[src/hdl/met_pkg.sv]
// Shared constants and types for the Mandelbrot escape-time unit.
// No dependencies; imported by mandelbrot_escape_time_unit.
package met_pkg;

  // Width of one input coordinate (signed fixed point)
  localparam int unsigned IN_BITS = 31;

  // Default fraction bits and count width
  localparam int unsigned FRAC_BITS_DEF  = 28;
  localparam int unsigned COUNT_BITS_DEF = 10;

  // Grey level width and full-scale value
  localparam int unsigned INT_BITS = 8;
  localparam logic [INT_BITS-1:0] INT_FULL = 8'd255;

  // Configuration register indexes
  localparam int unsigned CFG_IDX_BITS = 2;
  localparam logic [CFG_IDX_BITS-1:0] CFG_MAX_ITERS   = 2'd0;
  localparam logic [CFG_IDX_BITS-1:0] CFG_CHECK_ITERS = 2'd1;
  localparam logic [CFG_IDX_BITS-1:0] CFG_NORM_MODE   = 2'd2;

  // Configuration reset values
  localparam int unsigned MAX_ITERS_RST   = 100;
  localparam int unsigned CHECK_ITERS_RST = 100;
  localparam logic        NORM_MODE_RST   = 1'b1;

  // Sequencer states
  typedef enum logic [7:0] {
    ST_IDLE  = 8'b0000_0001,
    ST_ADD   = 8'b0000_0010,
    ST_SQ_RE = 8'b0000_0100,
    ST_SQ_IM = 8'b0000_1000,
    ST_CHECK = 8'b0001_0000,
    ST_FIN   = 8'b0010_0000,
    ST_DIV   = 8'b0100_0000,
    ST_DONE  = 8'b1000_0000
  } state_e;

endpackage

[src/hdl/mandelbrot_escape_time_unit.sv]
// Mandelbrot escape-time unit: iterates z = z*z + c on one shared multiplier.
// Depends on met_pkg for constants and the sequencer state type.
//
// One item is a point c; the unit returns its escape step count, a grey
// intensity and a paint flag. All arithmetic runs through a single signed
// multiplier of FRAC_BITS+3 bits a side. Each iteration steps through add,
// square real, square imaginary, and compare while forming the next x*y.
// The grey level comes from an 8-step restoring divider.
// A finished result sits in an output register, so the next item is taken
// while it waits. Configuration writes are taken only when the unit is idle
// with no result pending.
module mandelbrot_escape_time_unit
  import met_pkg::*;
#(
  parameter int unsigned FRAC_BITS  = FRAC_BITS_DEF,
  parameter int unsigned COUNT_BITS = COUNT_BITS_DEF
) (
  input  logic                         clk_i,
  input  logic                         rst_ni,
  // input items
  input  logic                         in_valid_i,
  output logic                         in_stall_o,
  input  logic signed [IN_BITS-1:0]    c_re_i,
  input  logic signed [IN_BITS-1:0]    c_im_i,
  // result items
  output logic                         out_valid_o,
  input  logic                         out_stall_i,
  output logic [COUNT_BITS-1:0]        escape_count_o,
  output logic [INT_BITS-1:0]          intensity_o,
  output logic                         paint_o,
  // configuration writes
  input  logic                         cfg_valid_i,
  output logic                         cfg_ready_o,
  input  logic [CFG_IDX_BITS-1:0]      cfg_index_i,
  input  logic [COUNT_BITS-1:0]        cfg_data_i
);

  // z holds values up to +/-2, squares up to 4, x*y term up to +/-8
  localparam int unsigned ZW   = FRAC_BITS + 3;
  localparam int unsigned PW   = 2 * ZW;
  localparam int unsigned SQW  = FRAC_BITS + 3;
  localparam int unsigned SUMW = FRAC_BITS + 4;
  localparam int unsigned XYW  = FRAC_BITS + 5;
  localparam int unsigned SW   = ((XYW > IN_BITS) ? XYW : IN_BITS) + 2;
  localparam int unsigned DW   = COUNT_BITS + INT_BITS;
  localparam int unsigned DCW  = $clog2(INT_BITS);

  localparam logic signed [SW-1:0] TWO_FX =
    {{(SW-FRAC_BITS-2){1'b0}}, 2'b10, {FRAC_BITS{1'b0}}};
  localparam logic signed [SW-1:0] NEG_TWO_FX = -TWO_FX;
  localparam logic [SUMW-1:0] FOUR_FX = {2'b01, {(FRAC_BITS+2){1'b0}}};

  // Control state
  state_e                  state_q, state_d;
  logic [COUNT_BITS-1:0]   i_q, i_d;
  logic [DCW-1:0]          div_cnt_q, div_cnt_d;
  logic                    out_valid_q, out_valid_d;
  logic [COUNT_BITS-1:0]   max_iters_q, check_iters_q;
  logic                    norm_mode_q;

  // Datapath registers
  logic signed [IN_BITS-1:0] cr_q, cr_d, ci_q, ci_d;
  logic signed [ZW-1:0]      x_q, x_d, y_q, y_d;
  logic [SQW-1:0]            xx_q, xx_d, yy_q, yy_d;
  logic signed [PW-1:0]      p_q, p_d;
  logic [COUNT_BITS-1:0]     count_q, count_d;
  logic [COUNT_BITS-1:0]     rem_q, rem_d;
  logic [INT_BITS-1:0]       lo_q, lo_d, quo_q, quo_d;
  logic                      use_special_q, use_special_d;
  logic [INT_BITS-1:0]       special_q, special_d;
  logic [COUNT_BITS-1:0]     escape_count_q, escape_count_d;
  logic [INT_BITS-1:0]       intensity_q, intensity_d;
  logic                      paint_q, paint_d;

  // Combinational datapath
  logic signed [ZW-1:0]    mul_a, mul_b;
  logic signed [PW-1:0]    mul_p;
  logic [SQW-1:0]          sq_fl;
  logic signed [XYW-1:0]   xy_fl;
  logic signed [SW-1:0]    nr, ni;
  logic                    out_of_range;
  logic [SUMW-1:0]         mag_sum;
  logic                    escaped;
  logic [COUNT_BITS-1:0]   i_next;
  logic [COUNT_BITS-1:0]   clip, norm;
  logic [DW-1:0]           prod255;
  logic [COUNT_BITS:0]     div_try;
  logic                    div_ge;
  logic                    in_take, out_take, out_free;

  assign in_take  = in_valid_i && (state_q == ST_IDLE);
  assign out_take = out_valid_q && !out_stall_i;
  assign out_free = !out_valid_q || !out_stall_i;

  // Shared multiplier: x*y, x*x or y*y depending on the step
  assign mul_a = (state_q == ST_SQ_IM) ? y_q : x_q;
  assign mul_b = (state_q == ST_SQ_RE) ? x_q : y_q;
  assign mul_p = mul_a * mul_b;

  // Floored products: squares by 2^F, the cross term doubled
  assign sq_fl = p_q[FRAC_BITS +: SQW];
  assign xy_fl = p_q[FRAC_BITS-1 +: XYW];

  // New z and escape tests
  assign nr = SW'($signed({1'b0, xx_q})) - SW'($signed({1'b0, yy_q})) + SW'(cr_q);
  assign ni = SW'(xy_fl) + SW'(ci_q);
  assign out_of_range = (nr > TWO_FX) || (nr < NEG_TWO_FX) ||
                        (ni > TWO_FX) || (ni < NEG_TWO_FX);
  assign mag_sum = SUMW'(xx_q) + SUMW'(sq_fl);
  assign escaped = mag_sum > FOUR_FX;
  assign i_next  = i_q + COUNT_BITS'(1);

  // Grey level operands
  assign clip    = (count_q < check_iters_q) ? count_q : check_iters_q;
  assign norm    = norm_mode_q ? max_iters_q : check_iters_q;
  assign prod255 = {clip, {INT_BITS{1'b0}}} - DW'(clip);

  // Restoring divider step
  assign div_try = {rem_q, lo_q[INT_BITS-1]};
  assign div_ge  = div_try >= {1'b0, norm};

  // Sequencer
  always_comb begin
    state_d        = state_q;
    i_d            = i_q;
    div_cnt_d      = div_cnt_q;
    out_valid_d    = out_valid_q && !out_take;
    cr_d           = cr_q;
    ci_d           = ci_q;
    x_d            = x_q;
    y_d            = y_q;
    xx_d           = xx_q;
    yy_d           = yy_q;
    p_d            = p_q;
    count_d        = count_q;
    rem_d          = rem_q;
    lo_d           = lo_q;
    quo_d          = quo_q;
    use_special_d  = use_special_q;
    special_d      = special_q;
    escape_count_d = escape_count_q;
    intensity_d    = intensity_q;
    paint_d        = paint_q;
    case (state_q)
      ST_IDLE: begin
        // take a point, start from z = 0
        if (in_take) begin
          cr_d    = c_re_i;
          ci_d    = c_im_i;
          x_d     = '0;
          y_d     = '0;
          xx_d    = '0;
          yy_d    = '0;
          p_d     = '0;
          i_d     = '0;
          count_d = '0;
          state_d = (max_iters_q == '0) ? ST_FIN : ST_ADD;
        end
      end
      ST_ADD: begin
        // form new z; drop out if a component is beyond two
        if (out_of_range) begin
          count_d = i_q;
          state_d = ST_FIN;
        end else begin
          x_d     = nr[ZW-1:0];
          y_d     = ni[ZW-1:0];
          state_d = ST_SQ_RE;
        end
      end
      ST_SQ_RE: begin
        p_d     = mul_p;
        state_d = ST_SQ_IM;
      end
      ST_SQ_IM: begin
        xx_d    = sq_fl;
        p_d     = mul_p;
        state_d = ST_CHECK;
      end
      ST_CHECK: begin
        // magnitude test; start next cross product meanwhile
        yy_d = sq_fl;
        p_d  = mul_p;
        if (escaped) begin
          count_d = i_q;
          state_d = ST_FIN;
        end else if (i_next == max_iters_q) begin
          count_d = max_iters_q;
          state_d = ST_FIN;
        end else begin
          i_d     = i_next;
          state_d = ST_ADD;
        end
      end
      ST_FIN: begin
        // set up the divider and the saturated or zero cases
        use_special_d = (norm == '0) || (clip >= norm);
        special_d     = (norm == '0) ? '0 : INT_FULL;
        rem_d         = prod255[DW-1:INT_BITS];
        lo_d          = prod255[INT_BITS-1:0];
        quo_d         = '0;
        div_cnt_d     = '0;
        state_d       = ST_DIV;
      end
      ST_DIV: begin
        // one quotient bit per cycle
        rem_d     = div_ge ? COUNT_BITS'(div_try - {1'b0, norm})
                           : div_try[COUNT_BITS-1:0];
        lo_d      = {lo_q[INT_BITS-2:0], 1'b0};
        quo_d     = {quo_q[INT_BITS-2:0], div_ge};
        div_cnt_d = div_cnt_q + DCW'(1);
        if (div_cnt_q == DCW'(INT_BITS - 1)) begin
          state_d = ST_DONE;
        end
      end
      ST_DONE: begin
        // hand the result to the output register once it is free
        if (out_free) begin
          out_valid_d    = 1'b1;
          escape_count_d = count_q;
          intensity_d    = use_special_q ? special_q : quo_q;
          paint_d        = clip != '0;
          state_d        = ST_IDLE;
        end
      end
      default: begin
        state_d = ST_IDLE;
      end
    endcase
  end

  // Control registers
  always_ff @(posedge clk_i or negedge rst_ni) begin
    if (!rst_ni) begin
      state_q     <= ST_IDLE;
      i_q         <= '0;
      div_cnt_q   <= '0;
      out_valid_q <= 1'b0;
    end else begin
      state_q     <= state_d;
      i_q         <= i_d;
      div_cnt_q   <= div_cnt_d;
      out_valid_q <= out_valid_d;
    end
  end

  // Configuration registers
  always_ff @(posedge clk_i or negedge rst_ni) begin
    if (!rst_ni) begin
      max_iters_q   <= COUNT_BITS'(MAX_ITERS_RST);
      check_iters_q <= COUNT_BITS'(CHECK_ITERS_RST);
      norm_mode_q   <= NORM_MODE_RST;
    end else if (cfg_valid_i && cfg_ready_o) begin
      case (cfg_index_i)
        CFG_MAX_ITERS:   max_iters_q   <= cfg_data_i;
        CFG_CHECK_ITERS: check_iters_q <= cfg_data_i;
        CFG_NORM_MODE:   norm_mode_q   <= cfg_data_i[0];
        default: ;
      endcase
    end
  end

  // Datapath registers
  always_ff @(posedge clk_i) begin
    cr_q           <= cr_d;
    ci_q           <= ci_d;
    x_q            <= x_d;
    y_q            <= y_d;
    xx_q           <= xx_d;
    yy_q           <= yy_d;
    p_q            <= p_d;
    count_q        <= count_d;
    rem_q          <= rem_d;
    lo_q           <= lo_d;
    quo_q          <= quo_d;
    use_special_q  <= use_special_d;
    special_q      <= special_d;
    escape_count_q <= escape_count_d;
    intensity_q    <= intensity_d;
    paint_q        <= paint_d;
  end

  assign in_stall_o     = state_q != ST_IDLE;
  assign cfg_ready_o    = (state_q == ST_IDLE) && !out_valid_q;
  assign out_valid_o    = out_valid_q;
  assign escape_count_o = escape_count_q;
  assign intensity_o    = intensity_q;
  assign paint_o        = paint_q;

`ifndef SYNTHESIS
  // An accepted item always starts the sequencer
  a_accept_starts: assert property (@(posedge clk_i) disable iff (!rst_ni)
    (in_valid_i && !in_stall_o) |=> (state_q != ST_IDLE))
    else $error("accepted item did not start the sequencer");

  // The step counter stays below the limit while iterating
  a_step_in_limit: assert property (@(posedge clk_i) disable iff (!rst_ni)
    (state_q == ST_ADD || state_q == ST_SQ_RE || state_q == ST_SQ_IM ||
     state_q == ST_CHECK) |-> (i_q < max_iters_q))
    else $error("iteration counter reached the limit");

  // z components entering the squarer stay within two in magnitude
  a_z_bounded: assert property (@(posedge clk_i) disable iff (!rst_ni)
    (state_q == ST_SQ_RE) |->
      ((SW'(x_q) <= TWO_FX) && (SW'(x_q) >= NEG_TWO_FX) &&
       (SW'(y_q) <= TWO_FX) && (SW'(y_q) >= NEG_TWO_FX)))
    else $error("z component beyond range entered the squarer");

  // A divided grey level is below full scale
  a_quotient_range: assert property (@(posedge clk_i) disable iff (!rst_ni)
    (state_q == ST_DONE && !use_special_q) |-> (quo_q != INT_FULL))
    else $error("divider quotient reached full scale");

  // An unpainted pixel has zero intensity
  a_unpainted_dark: assert property (@(posedge clk_i) disable iff (!rst_ni)
    (out_valid_o && !paint_o) |-> (intensity_o == '0))
    else $error("unpainted result with nonzero intensity");
`endif

endmodule
[config.mk]
export PLATFORM = sky130hd
export DESIGN_NAME = mandelbrot_escape_time_unit
export DESIGN_NICKNAME = d
export VERILOG_FILES = /design/src/hdl/met_pkg.sv /design/src/hdl/mandelbrot_escape_time_unit.sv
export SDC_FILE = /design/constraint.sdc
export NUM_CORES = 2
export LEC_CHECK = 0
export BUFFER_PORTS_ARGS = -buffer_cell sky130_fd_sc_hd__buf_2
export CAP_MARGIN = 20
export CORE_UTILIZATION = 65
export DETAILED_ROUTE_END_ITERATION = 12
export GPL_TIMING_DRIVEN = 0
export PLACE_DENSITY = 0.82
export SLEW_MARGIN = 40
export SYNTH_ARGS = -nofsm -noshare
export SYNTH_HDL_FRONTEND = slang
export SYNTH_SLANG_ARGS = --single-unit
[constraint.sdc]
create_clock -name clk_i -period 12.4 [get_ports clk_i]
set_clock_uncertainty 0.15 [all_clocks]
set_input_delay 0.62 -clock clk_i [delete_from_list [all_inputs] [get_ports clk_i]]
set_output_delay 0.62 -clock clk_i [all_outputs]
set_load 0.02 [all_outputs]
Word level (Yosys, flattened, before mapping)
Index checks and enable logic that the tools add are counted.
- register bits after elaboration: 353
- bits in latches: 0
- memory bits (writable): 0
- memory bits (read-only): 0
- input bits: 79
- output and inout bits: 22
- memories kept: 0
- $add $sub $neg: 8
- multiply operators: 1
- divide/modulo/power cells: 0
- magnitude comparators: 8
- equal/unequal tests: 21
- shifts and indexed selects: 0
- multiplexer cells: 38
- bitwise logic cells: 0
- reduce and logical (&&, ||, !) cells: 36
- operators by type and width (cell ; count):
    31-bit case mux with 2 select lines ; 4
    31-bit 2-to-1 mux ; 5
    60-bit case mux with 2 select lines ; 1
    10-bit 2-to-1 mux ; 9
    8-bit case mux with 8 select lines ; 1
    31-bit by 31-bit multiplier with 60-bit output ; 1
    60-bit 2-to-1 mux ; 1
    8-bit 2-to-1 mux ; 5
    10-bit case mux with 2 select lines ; 2
    33-bit by 31-bit adder with 34-bit output ; 1
    34-bit by 31-bit greater-than comparator with 1-bit output (second input constant) ; 1
    34-bit by 30-bit less-than comparator with 1-bit output (second input constant) ; 1
    32-bit by 31-bit adder with 33-bit output ; 1
    33-bit by 31-bit greater-than comparator with 1-bit output (second input constant) ; 1
    33-bit by 30-bit less-than comparator with 1-bit output (second input constant) ; 1
    31-bit by 31-bit adder with 32-bit output ; 1
    32-bit by 31-bit greater-than comparator with 1-bit output (second input constant) ; 1
    8-bit case mux with 2 select lines ; 2
    31-bit by 31-bit subtractor with 32-bit output ; 1
    10-bit case mux with 3 select lines ; 1
    6-bit 2-to-1 mux ; 4
    10-bit logical NOT ; 2
    18-bit by 10-bit subtractor with 18-bit output ; 1
    2-bit AND reduction ; 8
    other kinds (33) ; 56

Longest topological paths before layout
- depth after elaboration: 8
- depth in mapped cells: 36

Worst setup path before layout
OpenSTA, ideal clock, no wires.
- kind: register to register
- start point: reg xx_q[0]
- end point: reg x_q[0], enable pin
- arrival time: 9.674 ns
- data required time: 11.682 ns
- path slack: 2.009 ns
- stages on the path, launching flop included: 27
- buffers on the path: 0
- cells stage by stage: edfxtp_1 -> inv_1 -> ha_1 -> inv_1 -> fa_1 -> a21o_1 -> a21oi_1 -> o21ai_0 -> nor2b_1 -> o21a_1 -> o221ai_1 -> o41ai_1 -> o41ai_2 -> o21ai_0 -> o21a_1 -> nor2_1 -> xnor2_1 -> ha_1 -> or3_1 -> o21ai_0 -> a31o_2 -> o21ai_1 -> o41a_1 -> or3_1 -> a2111oi_4 -> o211ai_2 -> o21ai_0
- cells in the longest elaborated chain, start to end: 8
- elaborated cells between the ends (all ways): 9
- those cells by class: add/sub (2); order compare (2); eq/ne (1); reduce/logical (4)
- ends and longest elaborated chain (what ; line ; text):
    start, declared ; mandelbrot_escape_time_unit.sv:64 ; logic [SQW-1:0] xx_q, xx_d, yy_q, yy_d;
    start signal, assigned ; mandelbrot_escape_time_unit.sv:269 ; xx_q <= xx_d;
    31-bit by 31-bit subtractor with 32-bit output (*) ; mandelbrot_escape_time_unit.sv:105 ; assign nr = SW'($signed({1'b0, xx_q})) - SW'($signed({1'b0, yy_q})) + SW'(cr_q);
    32-bit by 31-bit adder with 33-bit output (*) ; mandelbrot_escape_time_unit.sv:105 ;
    33-bit by 31-bit greater-than comparator with 1-bit output / 33-bit by 30-bit less-than comparator with 1-bit output (equally long branches) ; mandelbrot_escape_time_unit.sv:107 ; assign out_of_range = (nr > TWO_FX) || (nr < NEG_TWO_FX) ||
    1-bit logical OR (*) (2 in series) ; mandelbrot_escape_time_unit.sv:107 ;
    1-bit logical OR (*) ; mandelbrot_escape_time_unit.sv:108 ; (ni > TWO_FX) || (ni < NEG_TWO_FX);
    2-bit inequality test (no source line) (*) ; - ;
    3-bit AND reduction (no source line) (*) ; - ;
    end signal, assigned ; mandelbrot_escape_time_unit.sv:267 ; x_q <= x_d;
    end, declared ; mandelbrot_escape_time_unit.sv:63 ; logic signed [ZW-1:0] x_q, x_d, y_q, y_d;
Every way passes the cells marked *; elsewhere a longest branch is shown, timed or not.
A chain may end at the register's enable or synchronous reset.

Final worst setup path
- start point: reg state_q[5]
- end point: reg p_q[47] (data pin)
- cells in the longest elaborated chain, start to end: 4
- elaborated cells between the ends (all ways): 9
- those cells by class: mul (1); eq/ne (4); mux (3); reduce/logical (1)
- ends and longest elaborated chain (what ; line ; text):
    start, declared ; mandelbrot_escape_time_unit.sv:54 ; state_e state_q, state_d;
    start signal, assigned ; mandelbrot_escape_time_unit.sv:240 ; state_q <= state_d;
    8-bit by 4-bit == test with 1-bit output / 8-bit by 3-bit == test with 1-bit output (equally long branches) ; mandelbrot_escape_time_unit.sv:96, mandelbrot_escape_time_unit.sv:144, mandelbrot_escape_time_unit.sv:97 ;
    31-bit 2-to-1 mux (on tied branches) ; mandelbrot_escape_time_unit.sv:96, mandelbrot_escape_time_unit.sv:97 ;
    31-bit by 31-bit multiplier with 60-bit output ; mandelbrot_escape_time_unit.sv:98 ; assign mul_p = mul_a * mul_b;
    60-bit case mux with 2 select lines (*) ; mandelbrot_escape_time_unit.sv:144 ; case (state_q)
    end signal, assigned ; mandelbrot_escape_time_unit.sv:271 ; p_q <= p_d;
    end, declared ; mandelbrot_escape_time_unit.sv:65 ; logic signed [PW-1:0] p_q, p_d;
Marks and branches as above.

==> results.cfg <==
[worst_setup_path]
crit_path_start_kind = flip-flop
end_kind = flip-flop
path_class = flip-flop to flip-flop
cp.required_ns = 12.53
crit_start = state_q[5]
critPathMaxFanout = 10
crit_arrival_ns = 12.52
path_common_cell = fa_1
reg2reg_slack_ns = 0.01
timing.rr.start = state_q[5]
critPathSlowestCell = mux2i_2
crit_path_max_incr_delay_ns = 0.79

[floorplanning]
core_area_um2 = 80800
dieHeight_um = 288
io_pins = 101
core.rowCount = 104
die_x_um = 288
start_util_pct = 65.9
die_area_um2 = 83100

[run_status]
violations = DRC
status = finished with violations

[final_layout]
final_common_cell = inv_1
fin_util_pct = 70.6
syn_to_final_growth_pct = 7.14
final_cell_mix = inv_1, fa_1, nand2_1
drive_gt1_share_pct = 6.28
layout.nets = 7270
layoutNonFillerInstCount = 6942
fillers = 6149

[route]
routed_via_density = 6.16
antenna_left = 0
routedWlPerCell_um = 25.6
drt_pass1_iterations = 10
drtIter0Drc = 4491
drcViolationCount = 2
drt_wl_total_um = 178000
vias = 42700

[synthesis]
syn_area_um2 = 53200
syn_nets = 7115
synth_edf_count = 276
ys_seq_area_share_pct = 17.6
synth_cells = 5697
ys_types = 98
synth_area_leaders = fa_1, edfxtp_1, ha_1
ys_ff_latch = 319
async_flop_share_pct = 13.5
synthFlopType = edfxtp_1
yosysTopAreaCellShare_pct = 37.7
syn_avg_cell_area_um2 = 9.35
synth_top_area_cell = fa_1
yosysWarnings = 0

[sta]
period_needed_ns = 12.39
period_share_pct = 99.9
setup_viol = 0
hold_violations = 0
max_slew.worst_pin.slew_ns = 1.16
max-slew-margin-rel_pct = 22.5
slew_violations = 0
holdWs_ns = 0.0943
fmax_mhz = 80.7

[hold_path]
worstHoldStart = c_im_i[19]
hp-class = primary input to flip-flop

[global_routing]
grtUsageTotal_pct = 44.2
grt_pass1_vias = 43600
grt_max_degree = 44
grt_overflow_total = 0
grt_pass1_wl_um = 267000
antenna_found_initial = 4

[cts]
clock_path_buffers = 3
clock-root-buffer = clkbuf_16
cts_tree = done
clock_latency_ns = 0.55
cts_buffers = 34
htree_levels = 2
clock_sinks = 319
clk_pin_slew_ns = 0.07

[placed_design]
gp_congestion = 1.07
io_buffers = 100
place_inst = 6878
post-dp-hpwl_um = 149000

[run]
cap_violations = 0
what timing repair did:
action	4_1_cts	5_1_grt
hold buffers	1	0
pin swaps	0	0
resized for setup	8	31
setup endpoints to repair	13	17
buffers inserted	0	0
endpoints found under the hold margin	35	0
cells in the mapped netlist, drive strengths merged (9+ instances only):
| cell type | number |
|---|---|
| a211o | 11 |
| a211oi | 18 |
| a21o | 74 |
| a21oi | 156 |
| a22o | 12 |
| a311oi | 9 |
| a31o | 9 |
| a31oi | 18 |
| and2 | 100 |
| and3 | 26 |
| and4 | 11 |
| buf | 13 |
| clkbuf | 190 |
| dfrtp | 35 |
| edfxtp | 276 |
| fa | 1002 |
| ha | 337 |
| inv | 1097 |
| mux2 | 24 |
| mux2i | 89 |
| nand2 | 751 |
| nand2b | 32 |
| nand3 | 58 |
| nand3b | 11 |
| nand4 | 32 |
| nor2 | 672 |
| nor2b | 42 |
| nor3 | 47 |
| nor3b | 10 |
| nor4 | 19 |
| o211ai | 19 |
| o21a | 25 |
| o21ai | 131 |
| o21bai | 26 |
| o31ai | 12 |
| o41ai | 9 |
| or2 | 15 |
| or3 | 13 |
| or4 | 13 |
| xnor2 | 114 |
| xor2 | 46 |
per-stage QoR:
step                      setup TNS (ns)  cell area [um2]  worst slack (ns)
after CTS                              0            57000           0.00186
after detailed placement           -2.82            55800            -0.588
after floorplan                        0            53200              2.01
after global placement            -31.37            55100            -0.647
after global routing             -0.0931            57000           -0.0475
final                                  0            57000            0.0113
routing by layer:
| metal | vias to the layer above | part of all wire, % | global-route usage [%] |
|---|---|---|---|
| li1 | 18200 | - | - |
| met4 | 2 | 7.2 | 26.2 |
| met1 | 21400 | 37 | 57.6 |
| met5 | - | 0.0062 | 0 |
| met2 | 2571 | 44 | 66.7 |
| met3 | 614 | 12 | 11.7 |
critical path: cells and delay by family, from the launching register on:
family	cells	cell delay, ns
fa+ha+maj	9	4.59
simple gates	9	2.63
buf+inv	7	1.71
compound gates	5	1.34
mux	1	0.79
xor+xnor	1	0.47
flops	1	0.46
state kept, by name, indices dropped and copies added (netlist names):
name            flops
rem_q              10
y_q                31
state_q             8
lo_q                8
intensity_o         8
norm_mode_q         1
cr_q               31
i_q                10
paint_o             1
out_valid_o         1
xx_q               31
max_iters_q        10
escape_count_o     10
use_special_q       1
p_q                33
special_q           1
yy_q               31
x_q                31
check_iters_q      10
div_cnt_q           3
ci_q               31
quo_q               8
count_q            10
final cells by class:
class | instances | area, um2 | area share (%)
diodes | 7 | 17.5 | 0.0307
plain buffers | 200 | 835 | 1.46
clock buffers | 37 | 905 | 1.59
clock inverters | 22 | 223 | 0.390
inverters | 1098 | 4120 | 7.23
multi-input cells | 4077 | 39400 | 69.1
flip-flops and latches | 319 | 9370 | 16.4
well taps | 1060 | 1330 | 2.32
repair buffers | 122 | 808 | 1.42
cell families after synthesis:
kind of cell	Yosys count	share of synthesized area [%]
buf+inv	1301	9.20
compound gates	599	7.55
flops	319	17.6
mux	113	2.18
xor+xnor	160	2.63
simple gates	1866	15.2
fa+ha+maj	1339	45.6
path summary, 6_finish.rpt:
check	to	cells after the start
min in group asynchronous	check_iters_q[8]	2
worst min-delay path	ci_q[19]	1
worst min register to register	lo_q[1]	2
max in group asynchronous	state_q[0]	2
worst max-delay path	p_q[47]	32
worst max register to register	p_q[47]	32
Power is not shown: default switching activity piles up to over one toggle a cycle in this logic, so the estimate is an artifact.
